`config.mk`:
```
export PLATFORM = sky130hd
export DESIGN_NAME = gap_aware_centered_moving_average_top
export DESIGN_NICKNAME = d
export VERILOG_FILES = /design/src/hw/rtl/gacma_pkg.sv /design/src/hw/rtl/gacma_ram.sv /design/src/hw/rtl/gacma_div.sv /design/src/hw/rtl/gap_aware_centered_moving_average_top.sv
export SDC_FILE = /design/constraint.sdc
export NUM_CORES = 2
export LEC_CHECK = 0
export ABC_CLOCK_PERIOD_IN_PS = 4900
export BUFFER_PORTS_ARGS = -buffer_cell sky130_fd_sc_hd__buf_2
export CORE_MARGIN = 8
export CORE_UTILIZATION = 45
export DETAILED_ROUTE_END_ITERATION = 6
export HOLD_SLACK_MARGIN = 0.08
export PLACE_DENSITY = 0.64
export SYNTH_ARGS = -nofsm -noshare
export SYNTH_HDL_FRONTEND = slang
export SYNTH_HIERARCHICAL = 1
export SYNTH_SLANG_ARGS = --single-unit
```
`constraint.sdc`:
```
create_clock -name clk -period 4.9 [get_ports clk]
set_input_delay 1.47 -clock clk [delete_from_list [all_inputs] [get_ports clk]]
set_output_delay 1.47 -clock clk [all_outputs]
set_load 0.02 [all_outputs]
```
`src/hw/rtl/gacma_pkg.sv`:
```
// Shared widths and constants for the gap-aware centered moving average.
// No dependencies; imported by the divider and the top level.
package gacma_pkg;

  localparam int VALUE_W    = 16;   // sample and result width
  localparam int CFG_W      = 6;    // window width register
  localparam int HALF_W     = 5;    // half window, 0..31
  localparam int LINE_DEPTH = 64;   // delay line entries
  localparam int PTR_W      = 6;    // delay line address
  localparam int SUM_W      = 23;   // running window sum, signed
  localparam int CNT_W      = 7;    // valid samples in window
  localparam int SEEN_W     = 7;    // samples seen, saturating
  localparam int DVD_W      = 23;   // divider dividend / quotient
  localparam int DVS_W      = 7;    // divider divisor
  localparam int QSTEP_W    = 5;    // divider step counter

  localparam logic [HALF_W-1:0] MAX_HALF_WINDOW = 5'd31;
  localparam logic [SEEN_W-1:0] SEEN_CAP        = 7'd64;
  localparam logic [CFG_W-1:0]  CFG_RESET       = 6'd51;

endpackage

```
`src/hw/rtl/gacma_ram.sv`:
```
// Generic single-write, single-read RAM with registered read data.
// No dependencies.
module gacma_ram #(
  parameter int WIDTH = 17,
  parameter int DEPTH = 64
) (
  input  logic                     clk,
  input  logic                     wr_en,
  input  logic [$clog2(DEPTH)-1:0] wr_addr,
  input  logic [WIDTH-1:0]         wr_data,
  input  logic                     rd_en,
  input  logic [$clog2(DEPTH)-1:0] rd_addr,
  output logic [WIDTH-1:0]         rd_data
);

  logic [WIDTH-1:0] mem [DEPTH];

  always_ff @(posedge clk) begin
    if (wr_en) begin
      mem[wr_addr] <= wr_data;
    end
    if (rd_en) begin
      rd_data <= mem[rd_addr];
    end
  end

endmodule

```
`src/hw/rtl/gacma_div.sv`:
```
// Restoring unsigned divider, one quotient bit per cycle.
// Depends on gacma_pkg for operand widths.
module gacma_div
  import gacma_pkg::*;
(
  input  logic             clk,
  input  logic             rst_n,
  input  logic             start,
  input  logic [DVD_W-1:0] dividend,
  input  logic [DVS_W-1:0] divisor,
  output logic             done,
  output logic [DVD_W-1:0] quotient
);

  logic               busy_r, busy_nxt;
  logic               done_r, done_nxt;
  logic [QSTEP_W-1:0] cnt_r, cnt_nxt;
  logic [DVD_W-1:0]   dvd_r, dvd_nxt;
  logic [DVS_W-1:0]   dvs_r, dvs_nxt;
  logic [DVS_W-1:0]   rem_r, rem_nxt;
  logic [DVS_W:0]     rem_sh;
  logic               qbit;

  assign rem_sh = {rem_r, dvd_r[DVD_W-1]};
  assign qbit   = (rem_sh >= {1'b0, dvs_r});

  always_comb begin
    busy_nxt = busy_r;
    done_nxt = 1'b0;
    cnt_nxt  = cnt_r;
    dvd_nxt  = dvd_r;
    dvs_nxt  = dvs_r;
    rem_nxt  = rem_r;
    if (start) begin
      busy_nxt = 1'b1;
      cnt_nxt  = QSTEP_W'(DVD_W - 1);
      dvd_nxt  = dividend;
      dvs_nxt  = divisor;
      rem_nxt  = '0;
    end else if (busy_r) begin
      // shift quotient bits in where dividend bits leave
      dvd_nxt = {dvd_r[DVD_W-2:0], qbit};
      rem_nxt = qbit ? DVS_W'(rem_sh - {1'b0, dvs_r}) : rem_sh[DVS_W-1:0];
      cnt_nxt = cnt_r - QSTEP_W'(1);
      if (cnt_r == '0) begin
        busy_nxt = 1'b0;
        done_nxt = 1'b1;
      end
    end
  end

  always_ff @(posedge clk) begin
    if (!rst_n) begin
      busy_r <= 1'b0;
      done_r <= 1'b0;
    end else begin
      busy_r <= busy_nxt;
      done_r <= done_nxt;
    end
    cnt_r <= cnt_nxt;
    dvd_r <= dvd_nxt;
    dvs_r <= dvs_nxt;
    rem_r <= rem_nxt;
  end

  assign done     = done_r;
  assign quotient = dvd_r;

endmodule

```
`src/hw/rtl/gap_aware_centered_moving_average_top.sv`:
```
// Gap-aware centered moving average: one delay-line RAM, a serial divider
// and a step sequencer. Depends on gacma_pkg, gacma_ram and gacma_div.
//
// Usage:
//   in_*  : valid/ready channel of samples with a valid bit and an end mark.
//   out_* : valid/ready channel of smoothed results, one per source sample.
//   cfg_* : window width, written while the block is idle; a new width takes
//           effect with the first sample of the next stream.
// With half window h, output i leaves with input i+h. The input marked as
// stream end also flushes the remaining outputs and clears the window.
// Flow: one sample at a time, in_ready is low from accept until the
// sequencer is back in idle. Bookkeeping plus the window drop read come
// first. A valid output adds the RAM read, the divider start, the 23-step
// divider plus done and the output load. A flush output adds the same plus
// its drop read. The serial divider sets the pace. Invalid outputs skip
// the divider.
// Reset: window width goes to 51, sum, count, pointer and stream state clear.
// Entries of the delay line are only read after this stream wrote them.
// Stall: the output register holds a result until taken; a new sample is
// accepted meanwhile, and the sequencer waits before loading the next one.
module gap_aware_centered_moving_average_top
  import gacma_pkg::*;
(
  input  logic               clk,
  input  logic               rst_n,
  input  logic               in_valid,
  output logic               in_ready,
  input  logic [VALUE_W-1:0] in_sample_value,
  input  logic               in_sample_valid,
  input  logic               in_stream_end,
  output logic               out_valid,
  input  logic               out_ready,
  output logic [VALUE_W-1:0] out_smoothed_value,
  output logic               out_smoothed_valid,
  output logic               out_final_output,
  input  logic               cfg_wr_en,
  input  logic [CFG_W-1:0]   cfg_wr_data
);

  typedef enum logic [5:0] {
    S_IDLE = 6'b000001,
    S_PLAN = 6'b000010,
    S_DROP = 6'b000100,
    S_OUT  = 6'b001000,
    S_DIV  = 6'b010000,
    S_EMIT = 6'b100000
  } state_t;

  typedef enum logic [5:0] {
    STEP_DROP0  = 6'b000001,
    STEP_OUT0   = 6'b000010,
    STEP_FLUSH0 = 6'b000100,
    STEP_FDROP  = 6'b001000,
    STEP_FOUT   = 6'b010000,
    STEP_DONE   = 6'b100000
  } step_t;

  state_t              state_r, state_nxt;
  step_t               step_r, step_nxt;
  logic [CFG_W-1:0]    cfg_width_r;
  logic [HALF_W-1:0]   half_r, half_nxt;
  logic [SUM_W-1:0]    sum_r, sum_nxt;
  logic [CNT_W-1:0]    count_r, count_nxt;
  logic [SEEN_W-1:0]   seen_r, seen_nxt;
  logic [PTR_W-1:0]    ptr_r, ptr_nxt;
  logic                end_r, end_nxt;
  logic [HALF_W-1:0]   d_r, d_nxt;
  logic                last_r, last_nxt;
  logic                neg_r, neg_nxt;
  logic                smv_r, smv_nxt;
  logic [VALUE_W-1:0]  res_r, res_nxt;
  logic                out_valid_r, out_valid_nxt;
  logic [VALUE_W-1:0]  out_value_r, out_value_nxt;
  logic                out_svalid_r, out_svalid_nxt;
  logic                out_final_r, out_final_nxt;

  logic [HALF_W-1:0]   cfg_half;
  logic [CFG_W-1:0]    span;
  logic                accept;
  logic                rd_en;
  logic [PTR_W-1:0]    rd_addr;
  logic [VALUE_W:0]    rd_data;
  logic [SUM_W-1:0]    rd_sext;
  logic [SUM_W-1:0]    in_sext;
  logic [SUM_W-1:0]    mag;
  logic                div_start;
  logic [DVD_W-1:0]    div_dvd;
  logic [DVS_W-1:0]    div_dvs;
  logic                div_done;
  logic [DVD_W-1:0]    div_quo;
  logic [VALUE_W-1:0]  q;

  // odd-rounded width w gives half window w/2, which is cfg[5:1]
  assign cfg_half = (cfg_width_r[CFG_W-1:1] > MAX_HALF_WINDOW) ? MAX_HALF_WINDOW
                                                               : cfg_width_r[CFG_W-1:1];
  assign span     = {half_r, 1'b1};
  assign accept   = in_valid && in_ready;
  assign in_ready = (state_r == S_IDLE);
  assign in_sext  = {{(SUM_W-VALUE_W){in_sample_value[VALUE_W-1]}}, in_sample_value};
  assign rd_sext  = {{(SUM_W-VALUE_W){rd_data[VALUE_W-1]}}, rd_data[VALUE_W-1:0]};
  assign mag      = sum_r[SUM_W-1] ? (~sum_r + SUM_W'(1)) : sum_r;
  assign q        = div_quo[VALUE_W-1:0];

  gacma_ram #(
    .WIDTH (VALUE_W + 1),
    .DEPTH (LINE_DEPTH)
  ) u_line (
    .clk     (clk),
    .wr_en   (accept),
    .wr_addr (ptr_r),
    .wr_data ({in_sample_valid, in_sample_value}),
    .rd_en   (rd_en),
    .rd_addr (rd_addr),
    .rd_data (rd_data)
  );

  gacma_div u_div (
    .clk      (clk),
    .rst_n    (rst_n),
    .start    (div_start),
    .dividend (div_dvd),
    .divisor  (div_dvs),
    .done     (div_done),
    .quotient (div_quo)
  );

  always_comb begin
    state_nxt      = state_r;
    step_nxt       = step_r;
    half_nxt       = half_r;
    sum_nxt        = sum_r;
    count_nxt      = count_r;
    seen_nxt       = seen_r;
    ptr_nxt        = ptr_r;
    end_nxt        = end_r;
    d_nxt          = d_r;
    last_nxt       = last_r;
    neg_nxt        = neg_r;
    smv_nxt        = smv_r;
    res_nxt        = res_r;
    out_valid_nxt  = out_valid_r;
    out_value_nxt  = out_value_r;
    out_svalid_nxt = out_svalid_r;
    out_final_nxt  = out_final_r;
    rd_en          = 1'b0;
    rd_addr        = '0;
    div_start      = 1'b0;
    div_dvd        = '0;
    div_dvs        = '0;

    if (out_valid_r && out_ready) begin
      out_valid_nxt = 1'b0;
    end

    case (state_r)
      S_IDLE: begin
        if (in_valid) begin
          // latch the half window at stream start
          half_nxt = (seen_r == '0) ? cfg_half : half_r;
          if (in_sample_valid) begin
            sum_nxt   = sum_r + in_sext;
            count_nxt = count_r + CNT_W'(1);
          end
          end_nxt   = in_stream_end;
          step_nxt  = STEP_DROP0;
          state_nxt = S_PLAN;
        end
      end
      S_PLAN: begin
        case (step_r)
          STEP_DROP0: begin
            step_nxt = STEP_OUT0;
            if (seen_r >= {1'b0, span}) begin
              rd_en     = 1'b1;
              rd_addr   = ptr_r - span;
              state_nxt = S_DROP;
            end
          end
          STEP_OUT0: begin
            step_nxt = STEP_FLUSH0;
            if (seen_r >= SEEN_W'(half_r)) begin
              rd_en     = 1'b1;
              rd_addr   = ptr_r - PTR_W'(half_r);
              last_nxt  = end_r && (half_r == '0);
              state_nxt = S_OUT;
            end
          end
          STEP_FLUSH0: begin
            if (end_r && (half_r != '0)) begin
              d_nxt    = (seen_r < SEEN_W'(half_r - HALF_W'(1))) ? seen_r[HALF_W-1:0]
                                                                  : half_r - HALF_W'(1);
              step_nxt = STEP_FDROP;
            end else begin
              step_nxt = STEP_DONE;
            end
          end
          STEP_FDROP: begin
            step_nxt = STEP_FOUT;
            if (seen_r >= SEEN_W'(d_r) + SEEN_W'(half_r) + SEEN_W'(1)) begin
              rd_en     = 1'b1;
              rd_addr   = ptr_r - PTR_W'(d_r) - PTR_W'(half_r) - PTR_W'(1);
              state_nxt = S_DROP;
            end
          end
          STEP_FOUT: begin
            rd_en     = 1'b1;
            rd_addr   = ptr_r - PTR_W'(d_r);
            last_nxt  = (d_r == '0);
            state_nxt = S_OUT;
            if (d_r == '0) begin
              step_nxt = STEP_DONE;
            end else begin
              d_nxt    = d_r - HALF_W'(1);
              step_nxt = STEP_FDROP;
            end
          end
          STEP_DONE: begin
            if (end_r) begin
              seen_nxt  = '0;
              ptr_nxt   = '0;
              sum_nxt   = '0;
              count_nxt = '0;
              half_nxt  = '0;
            end else begin
              ptr_nxt  = ptr_r + PTR_W'(1);
              seen_nxt = (seen_r == SEEN_CAP) ? SEEN_CAP : seen_r + SEEN_W'(1);
            end
            state_nxt = S_IDLE;
          end
          default: begin
            state_nxt = S_IDLE;
          end
        endcase
      end
      S_DROP: begin
        // remove the leaving sample from the window
        if (rd_data[VALUE_W]) begin
          sum_nxt = sum_r - rd_sext;
          if (count_r != '0) begin
            count_nxt = count_r - CNT_W'(1);
          end
        end
        state_nxt = S_PLAN;
      end
      S_OUT: begin
        smv_nxt = rd_data[VALUE_W];
        neg_nxt = sum_r[SUM_W-1];
        if (rd_data[VALUE_W] && (count_r != '0)) begin
          // round half away from zero: (2|s| + c) / 2c
          div_start = 1'b1;
          div_dvd   = {mag[SUM_W-2:0], 1'b0} + DVD_W'(count_r);
          div_dvs   = {count_r[CNT_W-2:0], 1'b0};
          state_nxt = S_DIV;
        end else begin
          res_nxt   = '0;
          state_nxt = S_EMIT;
        end
      end
      S_DIV: begin
        if (div_done) begin
          res_nxt   = neg_r ? (~q + VALUE_W'(1)) : q;
          state_nxt = S_EMIT;
        end
      end
      S_EMIT: begin
        if (!out_valid_r || out_ready) begin
          out_valid_nxt  = 1'b1;
          out_value_nxt  = res_r;
          out_svalid_nxt = smv_r;
          out_final_nxt  = last_r;
          state_nxt      = S_PLAN;
        end
      end
      default: begin
        state_nxt = S_IDLE;
      end
    endcase
  end

  always_ff @(posedge clk) begin
    if (!rst_n) begin
      state_r     <= S_IDLE;
      step_r      <= STEP_DONE;
      cfg_width_r <= CFG_RESET;
      half_r      <= '0;
      sum_r       <= '0;
      count_r     <= '0;
      seen_r      <= '0;
      ptr_r       <= '0;
      out_valid_r <= 1'b0;
    end else begin
      state_r     <= state_nxt;
      step_r      <= step_nxt;
      if (cfg_wr_en) begin
        cfg_width_r <= cfg_wr_data;
      end
      half_r      <= half_nxt;
      sum_r       <= sum_nxt;
      count_r     <= count_nxt;
      seen_r      <= seen_nxt;
      ptr_r       <= ptr_nxt;
      out_valid_r <= out_valid_nxt;
    end
    end_r        <= end_nxt;
    d_r          <= d_nxt;
    last_r       <= last_nxt;
    neg_r        <= neg_nxt;
    smv_r        <= smv_nxt;
    res_r        <= res_nxt;
    out_value_r  <= out_value_nxt;
    out_svalid_r <= out_svalid_nxt;
    out_final_r  <= out_final_nxt;
  end

  assign out_valid          = out_valid_r;
  assign out_smoothed_value = out_value_r;
  assign out_smoothed_valid = out_svalid_r;
  assign out_final_output   = out_final_r;

`ifndef NO_ASSERTIONS
  a_count_in_window: assert property (@(posedge clk) disable iff (!rst_n)
    (state_r == S_EMIT) |-> (count_r <= CNT_W'(span)))
    else $error("window count exceeds window span at output");

  a_gap_is_zero: assert property (@(posedge clk) disable iff (!rst_n)
    (out_valid && !out_smoothed_valid) |-> (out_smoothed_value == '0))
    else $error("invalid output carries a nonzero value");

  a_div_done_in_div: assert property (@(posedge clk) disable iff (!rst_n)
    div_done |-> (state_r == S_DIV))
    else $error("divider finished outside the divide state");

  a_accept_leaves_idle: assert property (@(posedge clk) disable iff (!rst_n)
    accept |=> (state_r == S_PLAN))
    else $error("accepted transaction did not start the sequencer");
`endif

endmodule

```
=== Yosys cells after proc, flatten, opt, wreduce, memory -nomap -nowiden ===
Memories as Yosys holds them, arrays and structs flattened. A register that Yosys moved wholly into a read port is not among the register bits.
Index checks and enable logic that the tools add are counted.
Widths: inputs -> output; s select.

* Register bits: 154
* Bits in latches: 0
* Bits in writable memories: 1088
* Bits in read-only memories: 0
* Output and inout bits: 20
* Memories: 1

* Add/subtract/negate cells: 21
* Multiply operators: 0
* Divide/modulo/power cells: 0
* Order comparisons: 6
* Equal/unequal tests: 31
* Shift operators: 0
* Muxes and demuxes: 73
* Bitwise operators: 4
* Reductions and logical operators: 32

{| class="wikitable"
|+ Memories
! memory !! depth !! width !! read ports !! clocked after memory_dff !! wr ports !! line !! text
|-
| u_line.mem || 64 || 17 || 1 || 1 || 1 || gacma_ram.sv:16 || <nowiki>logic [WIDTH-1:0] mem [DEPTH];</nowiki>
|}

{| class="wikitable"
|+ Operators by type and width
! kind !! count
|-
| $mux 23 || 9
|-
| $mux 6 || 15
|-
| $pmux 23 s3 || 1
|-
| $mux 7 || 9
|-
| $pmux 6 s5 || 2
|-
| $mux 16 || 3
|-
| $mux 5 || 8
|-
| $pmux 6 s6 || 1
|-
| $pmux 16 s2 || 1
|-
| $pmux 6 s4 || 1
|-
| $add 23x23->23 || 1
|-
| $add 23x7->23 || 1
|-
| $sub 23x23->23 || 1
|-
| $add 22x1->22 const B || 1
|-
| $mux 22 || 1
|-
| $not 22->22 || 1
|-
| $pmux 7 s3 || 1
|-
| $ne 2x2->1 const B || 10
|-
| $pmux 5 s2 || 2
|-
| $sub 6x5->6 || 3
|-
| $add 16x1->16 const B || 1
|-
| $mux 1 || 16
|-
| $not 16->16 || 1
|-
| $logic_not 5->1 || 3
|-
| 45 further kinds || 74
|}

=== Logic depth before layout (Yosys ltp) ===
* Depth after elaboration: 7
* Gate-level depth with buffers: 22

=== Modules after synthesis ===
Netlist, hierarchy kept.

{| class="wikitable"
|+ By module, submodules not included
! module !! instances !! cells an instance !! area an instance (um2)
|-
| gacma_ram || 1 || 1955 || 42568.3
|-
| gap_aware_centered_moving_average_top || 1 || 1142 || 9455.3
|-
| gacma_div || 1 || 194 || 2304.7
|}

=== Worst setup path after synthesis ===
OpenSTA, ideal clock, no wires.

* Path type: in2reg
* Start: in in_sample_value[0]
* End: reg sum_r[19]
* Setup time: 0.087 ns
* Arrival time: 4.978 ns
* Required time: 4.813 ns
* Setup slack: -0.165 ns
* Stages: 17
* Path buffers: 0
* Cells stage by stage: inv_1 ha_1 or3b_2 or3_1 nor3_1 xor2_1 nand2_1 o21ai_0 ha_1 a21oi_1 and2_1 or4b_2 and3_1 o21ai_0 a21oi_1 o21a_1 o31ai_1

* Word-level cells in the longest chain between the ends: 4

{| class="wikitable"
|+ Ends and longest elaborated chain
! item !! line !! text
|-
| start: declaration || gap_aware_centered_moving_average_top.sv:28 || <nowiki>input logic [VALUE_W-1:0] in_sample_value,</nowiki>
|-
| $add 23x23->23 || gap_aware_centered_moving_average_top.sv:161 || <nowiki>sum_nxt = sum_r + in_sext;</nowiki>
|-
| $mux 23 || gap_aware_centered_moving_average_top.sv:160 || <nowiki>if (in_sample_valid) begin</nowiki>
|-
| $mux 23 || gap_aware_centered_moving_average_top.sv:157 || <nowiki>if (in_valid) begin</nowiki>
|-
| $pmux 23 s3 || gap_aware_centered_moving_average_top.sv:155 || <nowiki>case (state_r)</nowiki>
|-
| end signal: assignment || gap_aware_centered_moving_average_top.sv:298 || <nowiki>sum_r <= sum_nxt;</nowiki>
|-
| end: declaration || gap_aware_centered_moving_average_top.sv:62 || <nowiki>logic [SUM_W-1:0] sum_r, sum_nxt;</nowiki>
|}

Every way passes these cells. The select of a mux whose other input is x is not followed.
A chain may end at the register's enable or synchronous reset.

=== Worst setup path in the final report ===
* Start: reg d_r[0]
* End: reg u_line.rd_data[3], read port of u_line.mem (data pin)

* Word-level cells in the longest chain between the ends: 6
* Elaborated cells between the ends (all ways): 12
* Those cells by class: add/sub: 5; order compare: 1; mux: 6

{| class="wikitable"
|+ Ends and longest elaborated chain
! item !! line !! text
|-
| start: declaration || gap_aware_centered_moving_average_top.sv:67 || <nowiki>logic [HALF_W-1:0] d_r, d_nxt;</nowiki>
|-
| start signal: assignment || gap_aware_centered_moving_average_top.sv:305 || <nowiki>d_r <= d_nxt;</nowiki>
|-
| $sub 6x5->6 / $add 5x5->6 (equally long branches) || gap_aware_centered_moving_average_top.sv:201, gap_aware_centered_moving_average_top.sv:207, gap_aware_centered_moving_average_top.sv:199 ||
|-
| $sub 6x5->6 / $add 6x1->7 (equally long branches) || gap_aware_centered_moving_average_top.sv:201, gap_aware_centered_moving_average_top.sv:199 ||
|-
| $sub 6x1->6 / $ge 7x7->1 (equally long branches) || gap_aware_centered_moving_average_top.sv:201, gap_aware_centered_moving_average_top.sv:199 ||
|-
| $mux 6 || gap_aware_centered_moving_average_top.sv:199 || <nowiki>if (seen_r >= SEEN_W'(d_r) + SEEN_W'(half_r) + SEEN_W'(1)) begin</nowiki>
|-
| $pmux 6 s4 * || gap_aware_centered_moving_average_top.sv:170 || <nowiki>case (step_r)</nowiki>
|-
| $mux 6 * || gap_aware_centered_moving_average_top.sv:155 ||
|-
| named net rd_addr[0] || gap_aware_centered_moving_average_top.sv:81 || <nowiki>logic [PTR_W-1:0] rd_addr;</nowiki>
|-
| end: declaration || gacma_ram.sv:13 || <nowiki>output logic [WIDTH-1:0] rd_data</nowiki>
|}

Mark *: on every way through the listed nets, which the timed path passes. The rest lies on a longest branch.

==> results.txt <==
The shortest period the worst path allows is 4.72 ns. Routability-driven placement finished with a final weighted congestion of 0.832. TritonCTS created 130 clock buffers.

After detailed routing, the wire length on met1 is 56100 um. The logs give 68.1% for the part of the Yosys area used for sequential elements and 127 for the placement row count. The total overflow left after global routing is 0. The routed design has 131000 um of wire. The finished cells cover 63200 um2. The path class of the tightest hold or removal check is flip-flop to flip-flop.

Dividing the detail-routed via count by the number of cells gives 5.69. Counting every net in the synthesized netlist gives 3426. After filler insertion, the fill cell instance count of the layout stands at 9662. The H-tree generated during clock tree synthesis spans 4 levels. In the synthesized netlist the dominant register cell turns out to be edfxtp_1. Overall routing resource usage: 19.7%.

The number of antenna violations at the first check in global routing was 7. The cell type with the highest aggregate area in the netlist is edfxtp_1. For the pin with the worst max-slew slack, the measured transition is 1.01 ns.

For the clock latency on the worst-skew pair, the log shows 0.74 ns. The number of detailed-route iterations in the first pass is 5. The number of synthesized flops with an enable pin is 1178, and the number of nets in the layout is 3807. The die is 363 um tall.

STA classifies the critical path startpoint as a flip-flop. Share of cells above drive strength 1: 25.4%. The total setup violations reported at the end of the flow was 0. The number of synthesis warnings was 6; the I/O pin count was 49.

In this run the tightest slew margin relative to its limit is 32.6%. Once detailed placement completed, the half-perimeter wirelength came to 85100 um. Data on the critical path arrives at its endpoint at 5.20 ns.

The pin count of the biggest net entering global routing is 68, and the detailed router's first-iteration violation count is 2650. For the cell count after synthesis, the log shows 3291. Sort of element at the end of the critical path: a flip-flop. In this run the worst path has a maximum fanout of 12. CTS saw 1258 sinks. The signed area change from the synthesized netlist to the final layout is 16.3%, and the final worst clock skew is 0.0365 ns. Category of the most critical setup path: flip-flop to flip-flop. The number of global-route vias before repair was 30790. The logs give 0 for the max-slew violation total from the final report and 62300 um for the wire length on met2. In this run the tool buffered the top-level ports with 47 buffer cells. Width of the die: 363 um.

The run gives 92 as the count of different cell masters after synthesis. The area share of the leading cell type in the synthesized netlist was 65.1%; the area of the mapped netlist was 54300 um2. In this run the static leakage power is 20.7 nW. The tree is rooted in a clkbuf_16. The clock passes through at most 3 buffers.

The final core area utilization is 52.7%, and the cell area power density is 375 nW/um2. After detailed routing, the number of remaining DRC violations is 0. Of the available clock period, the critical path in the final layout requires 96.3%. After detailed routing, the average wire length per cell comes to 24.4 um. Power comes to 23.7 mW. The met3 wirelength from detailed routing was 8690 um. The tools report the total count of hold-check failures in the final report as 0. For the worst setup path, the data required time is 5.38 ns.

The flow ran to the end, and the final reports show no timing, DRC or antenna violations. Counting flops with an async set or reset pin after synthesis yields a share of 0%. Once detail routing completed, the nets flagged for antenna violations numbered 0.

After clock tree synthesis, the clock-pin slew on the worst setup and hold paths is 0.06 ns. In this run the register-to-register setup slack is 0.18 ns. The run gives 196000 um as the first-pass GRT wire length.

The full die area was 132000 um2; the number of synthesized register bits was 1258. The average instance in the mapped netlist occupies 16.5 um2. TritonCTS built the clock tree. The detailed router placed 30639 vias in this run. Once the floorplan was initialized, standard cells occupied 45.3% of the core. After floorplanning, the core was sized to cover 120000 um2. Based on the critical path, the design can be clocked at up to 212 MHz.

Yosys attributes the largest share of cell area to edfxtp_1 (65%), mux4_2 (8.9%), dfxtp_1 (2.9%). The run gives 0.368 mV as the maximum resistive drop on vdd. The placement-stage cell area is 58900 um2, and the max-capacitance violation count is 0. The highest layer touched by signal routing is met5.
-- repair_timing --
action | in CTS | in global routing
hold buffers | 0 | 0
setup buffers | 0 | 2
pin swaps | 0 | 5
gates cloned | 0 | 2
endpoints found under the hold margin | 0 | 0
setup endpoints to repair | 12 | 22
resized for setup | 5 | 33
-- critical path: stages (launching register included) --
cell and delay (ns):
edfxtp_1 0.39, inv_1 0.09, ha_2 0.19, fa_1 0.42, ha_1 0.28, a21o_1 0.16, a21o_1 0.20, a211oi_2 0.21
o21ai_1 0.10, nor2b_4 0.15, a221oi_4 0.29, nor2_4 0.06, buf_12 0.16, buf_16 0.20, buf_12 0.15, mux4_2 0.43
mux2i_2 0.25, a22oi_1 0.14, buf_4 0.22, o221ai_1 0.09, buf_4 0.20, a211oi_1 0.09
-- metal layers --
| layer | vias up | GRT usage, % |
|---|---|---|
| li1 | 13863 | - |
| met1 | 15621 | 26.7 |
| met2 | 938 | 31.9 |
| met3 | 215 | 3.71 |
| met4 | 2 | 6.64 |
| met5 | - | 0 |
-- through the flow --
step / std cells / hold slack [ns] / worst slack (ns) / setup TNS [ns]
global route: 5380 / 0.419 / -0.000169 / -0.000169
global placement: 5148 / 0.406 / -0.621 / -5.46
floorplan: 3291 / 0.400 / 0.0846 / 0
CTS: 5376 / 0.418 / 0.0109 / 0
finish: 5384 / 0.417 / 0.183 / 0
detailed placement: 5148 / 0.405 / -0.595 / -5.15
-- cell type report --
type / count / area, um2 / area share [%]
flip-flops and latches: 1258 / 37000 / 58.5
clock buffers: 163 / 3440 / 5.44
clock inverters: 65 / 638 / 1.01
inverters: 62 / 233 / 0.368
repair buffers: 427 / 3510 / 5.55
multi-input cells: 1793 / 16400 / 25.9
diodes: 4 / 10.0 / 0.0158
well taps: 1612 / 2020 / 3.19
-- state kept, by name, summed over array words and instances, names as in the netlist, 6 cells and up --
signal,count
sum_r,23
count_r,7
u_div/dvs_r,7
ptr_r,6
res_r,16
seen_r,7
step_r,6
u_div/quotient,23
out_smoothed_value,16
u_div/rem_r,7
u_line/rd_data,17
state_r,6
u_line/mem,1088
-- synthesized netlist by cell type, types with 8 or more instances --
cell type  instances
a211oi_1          36
a21boi_0          14
a21o_1            22
a21oi_1           95
a221oi_1          49
a22oi_1           65
and2_1            12
and3_1            35
and4_1             8
buf_2             40
buf_4             21
buf_6             17
clkbuf_1          85
dfxtp_1           80
edfxtp_1        1178
fa_1               9
ha_1              97
inv_1             61
mux2_2            35
mux2i_1          144
mux4_2           214
nand2_1          130
nand2b_1          29
nand3_1           32
nand3b_1          13
nand4_1           18
nor2_1           215
nor2b_1           61
nor3_1            49
nor3b_1           10
nor4_1            17
o21a_1            13
o21ai_0           77
o221ai_1          13
o31ai_1           12
or3_1             10
xnor2_1           68
xor2_1            52
-- placed cells by master (no fill, tap or decap), types with 29 or more instances in the layout --
| cell | synthesis | final |
|---|---|---|
| buf_2 | 40 | 47 |
| nor2_2 | 1 | 29 |
| a211oi_1 | 36 | 33 |
| mux2_2 | 35 | 35 |
| a21oi_1 | 95 | 92 |
| nand2_1 | 130 | 129 |
| buf_4 | 21 | 349 |
| dfxtp_1 | 80 | 80 |
| xnor2_1 | 68 | 68 |
| nand3_1 | 32 | 32 |
| edfxtp_1 | 1178 | 1178 |
| o21ai_0 | 77 | 74 |
| and3_1 | 35 | 35 |
| nor3_1 | 49 | 46 |
| ha_1 | 97 | 96 |
| clkbuf_16 | 0 | 133 |
| nor2_1 | 215 | 185 |
| mux2i_1 | 144 | 137 |
| nor2b_1 | 61 | 57 |
| a22oi_1 | 65 | 65 |
| xor2_1 | 52 | 52 |
| inv_1 | 61 | 61 |
| a221oi_1 | 49 | 41 |
| mux4_2 | 214 | 214 |
-- logic make-up (layout without fill, tap and decap cells) --
logic type      Yosys count  after routing  synth area share [%]
fa+ha+maj               106            106                  2.57
buf+inv                 240            717                  2.33
other cells               1              5               0.00690
mux                     393            393                  12.2
compound gates          483            483                  6.32
xor+xnor                123            123                  2.04
flops                  1258           1258                  68.1
simple gates            687            687                  6.43
-- path summary, 6_finish.rpt --
check                 from                     to  cells after the start
hold reg to reg   res_r[5]  out_smoothed_value[5]                      0
setup / recovery    d_r[0]      u_line/rd_data[3]                     21
setup reg to reg    d_r[0]      u_line/rd_data[3]                     21
hold / removal    res_r[5]  out_smoothed_value[5]                      0
-- where the power goes --
group | internal (mW) | leakage [nW] | switching (mW)
registers | 11.8 | 11.3 | 0.156
logic | 0.940 | 7.51 | 1.28
clock network | 5.35 | 1.97 | 4.12
total | 18.1 | 20.7 | 5.55
Note: power is estimated with default switching activity, not from simulation.
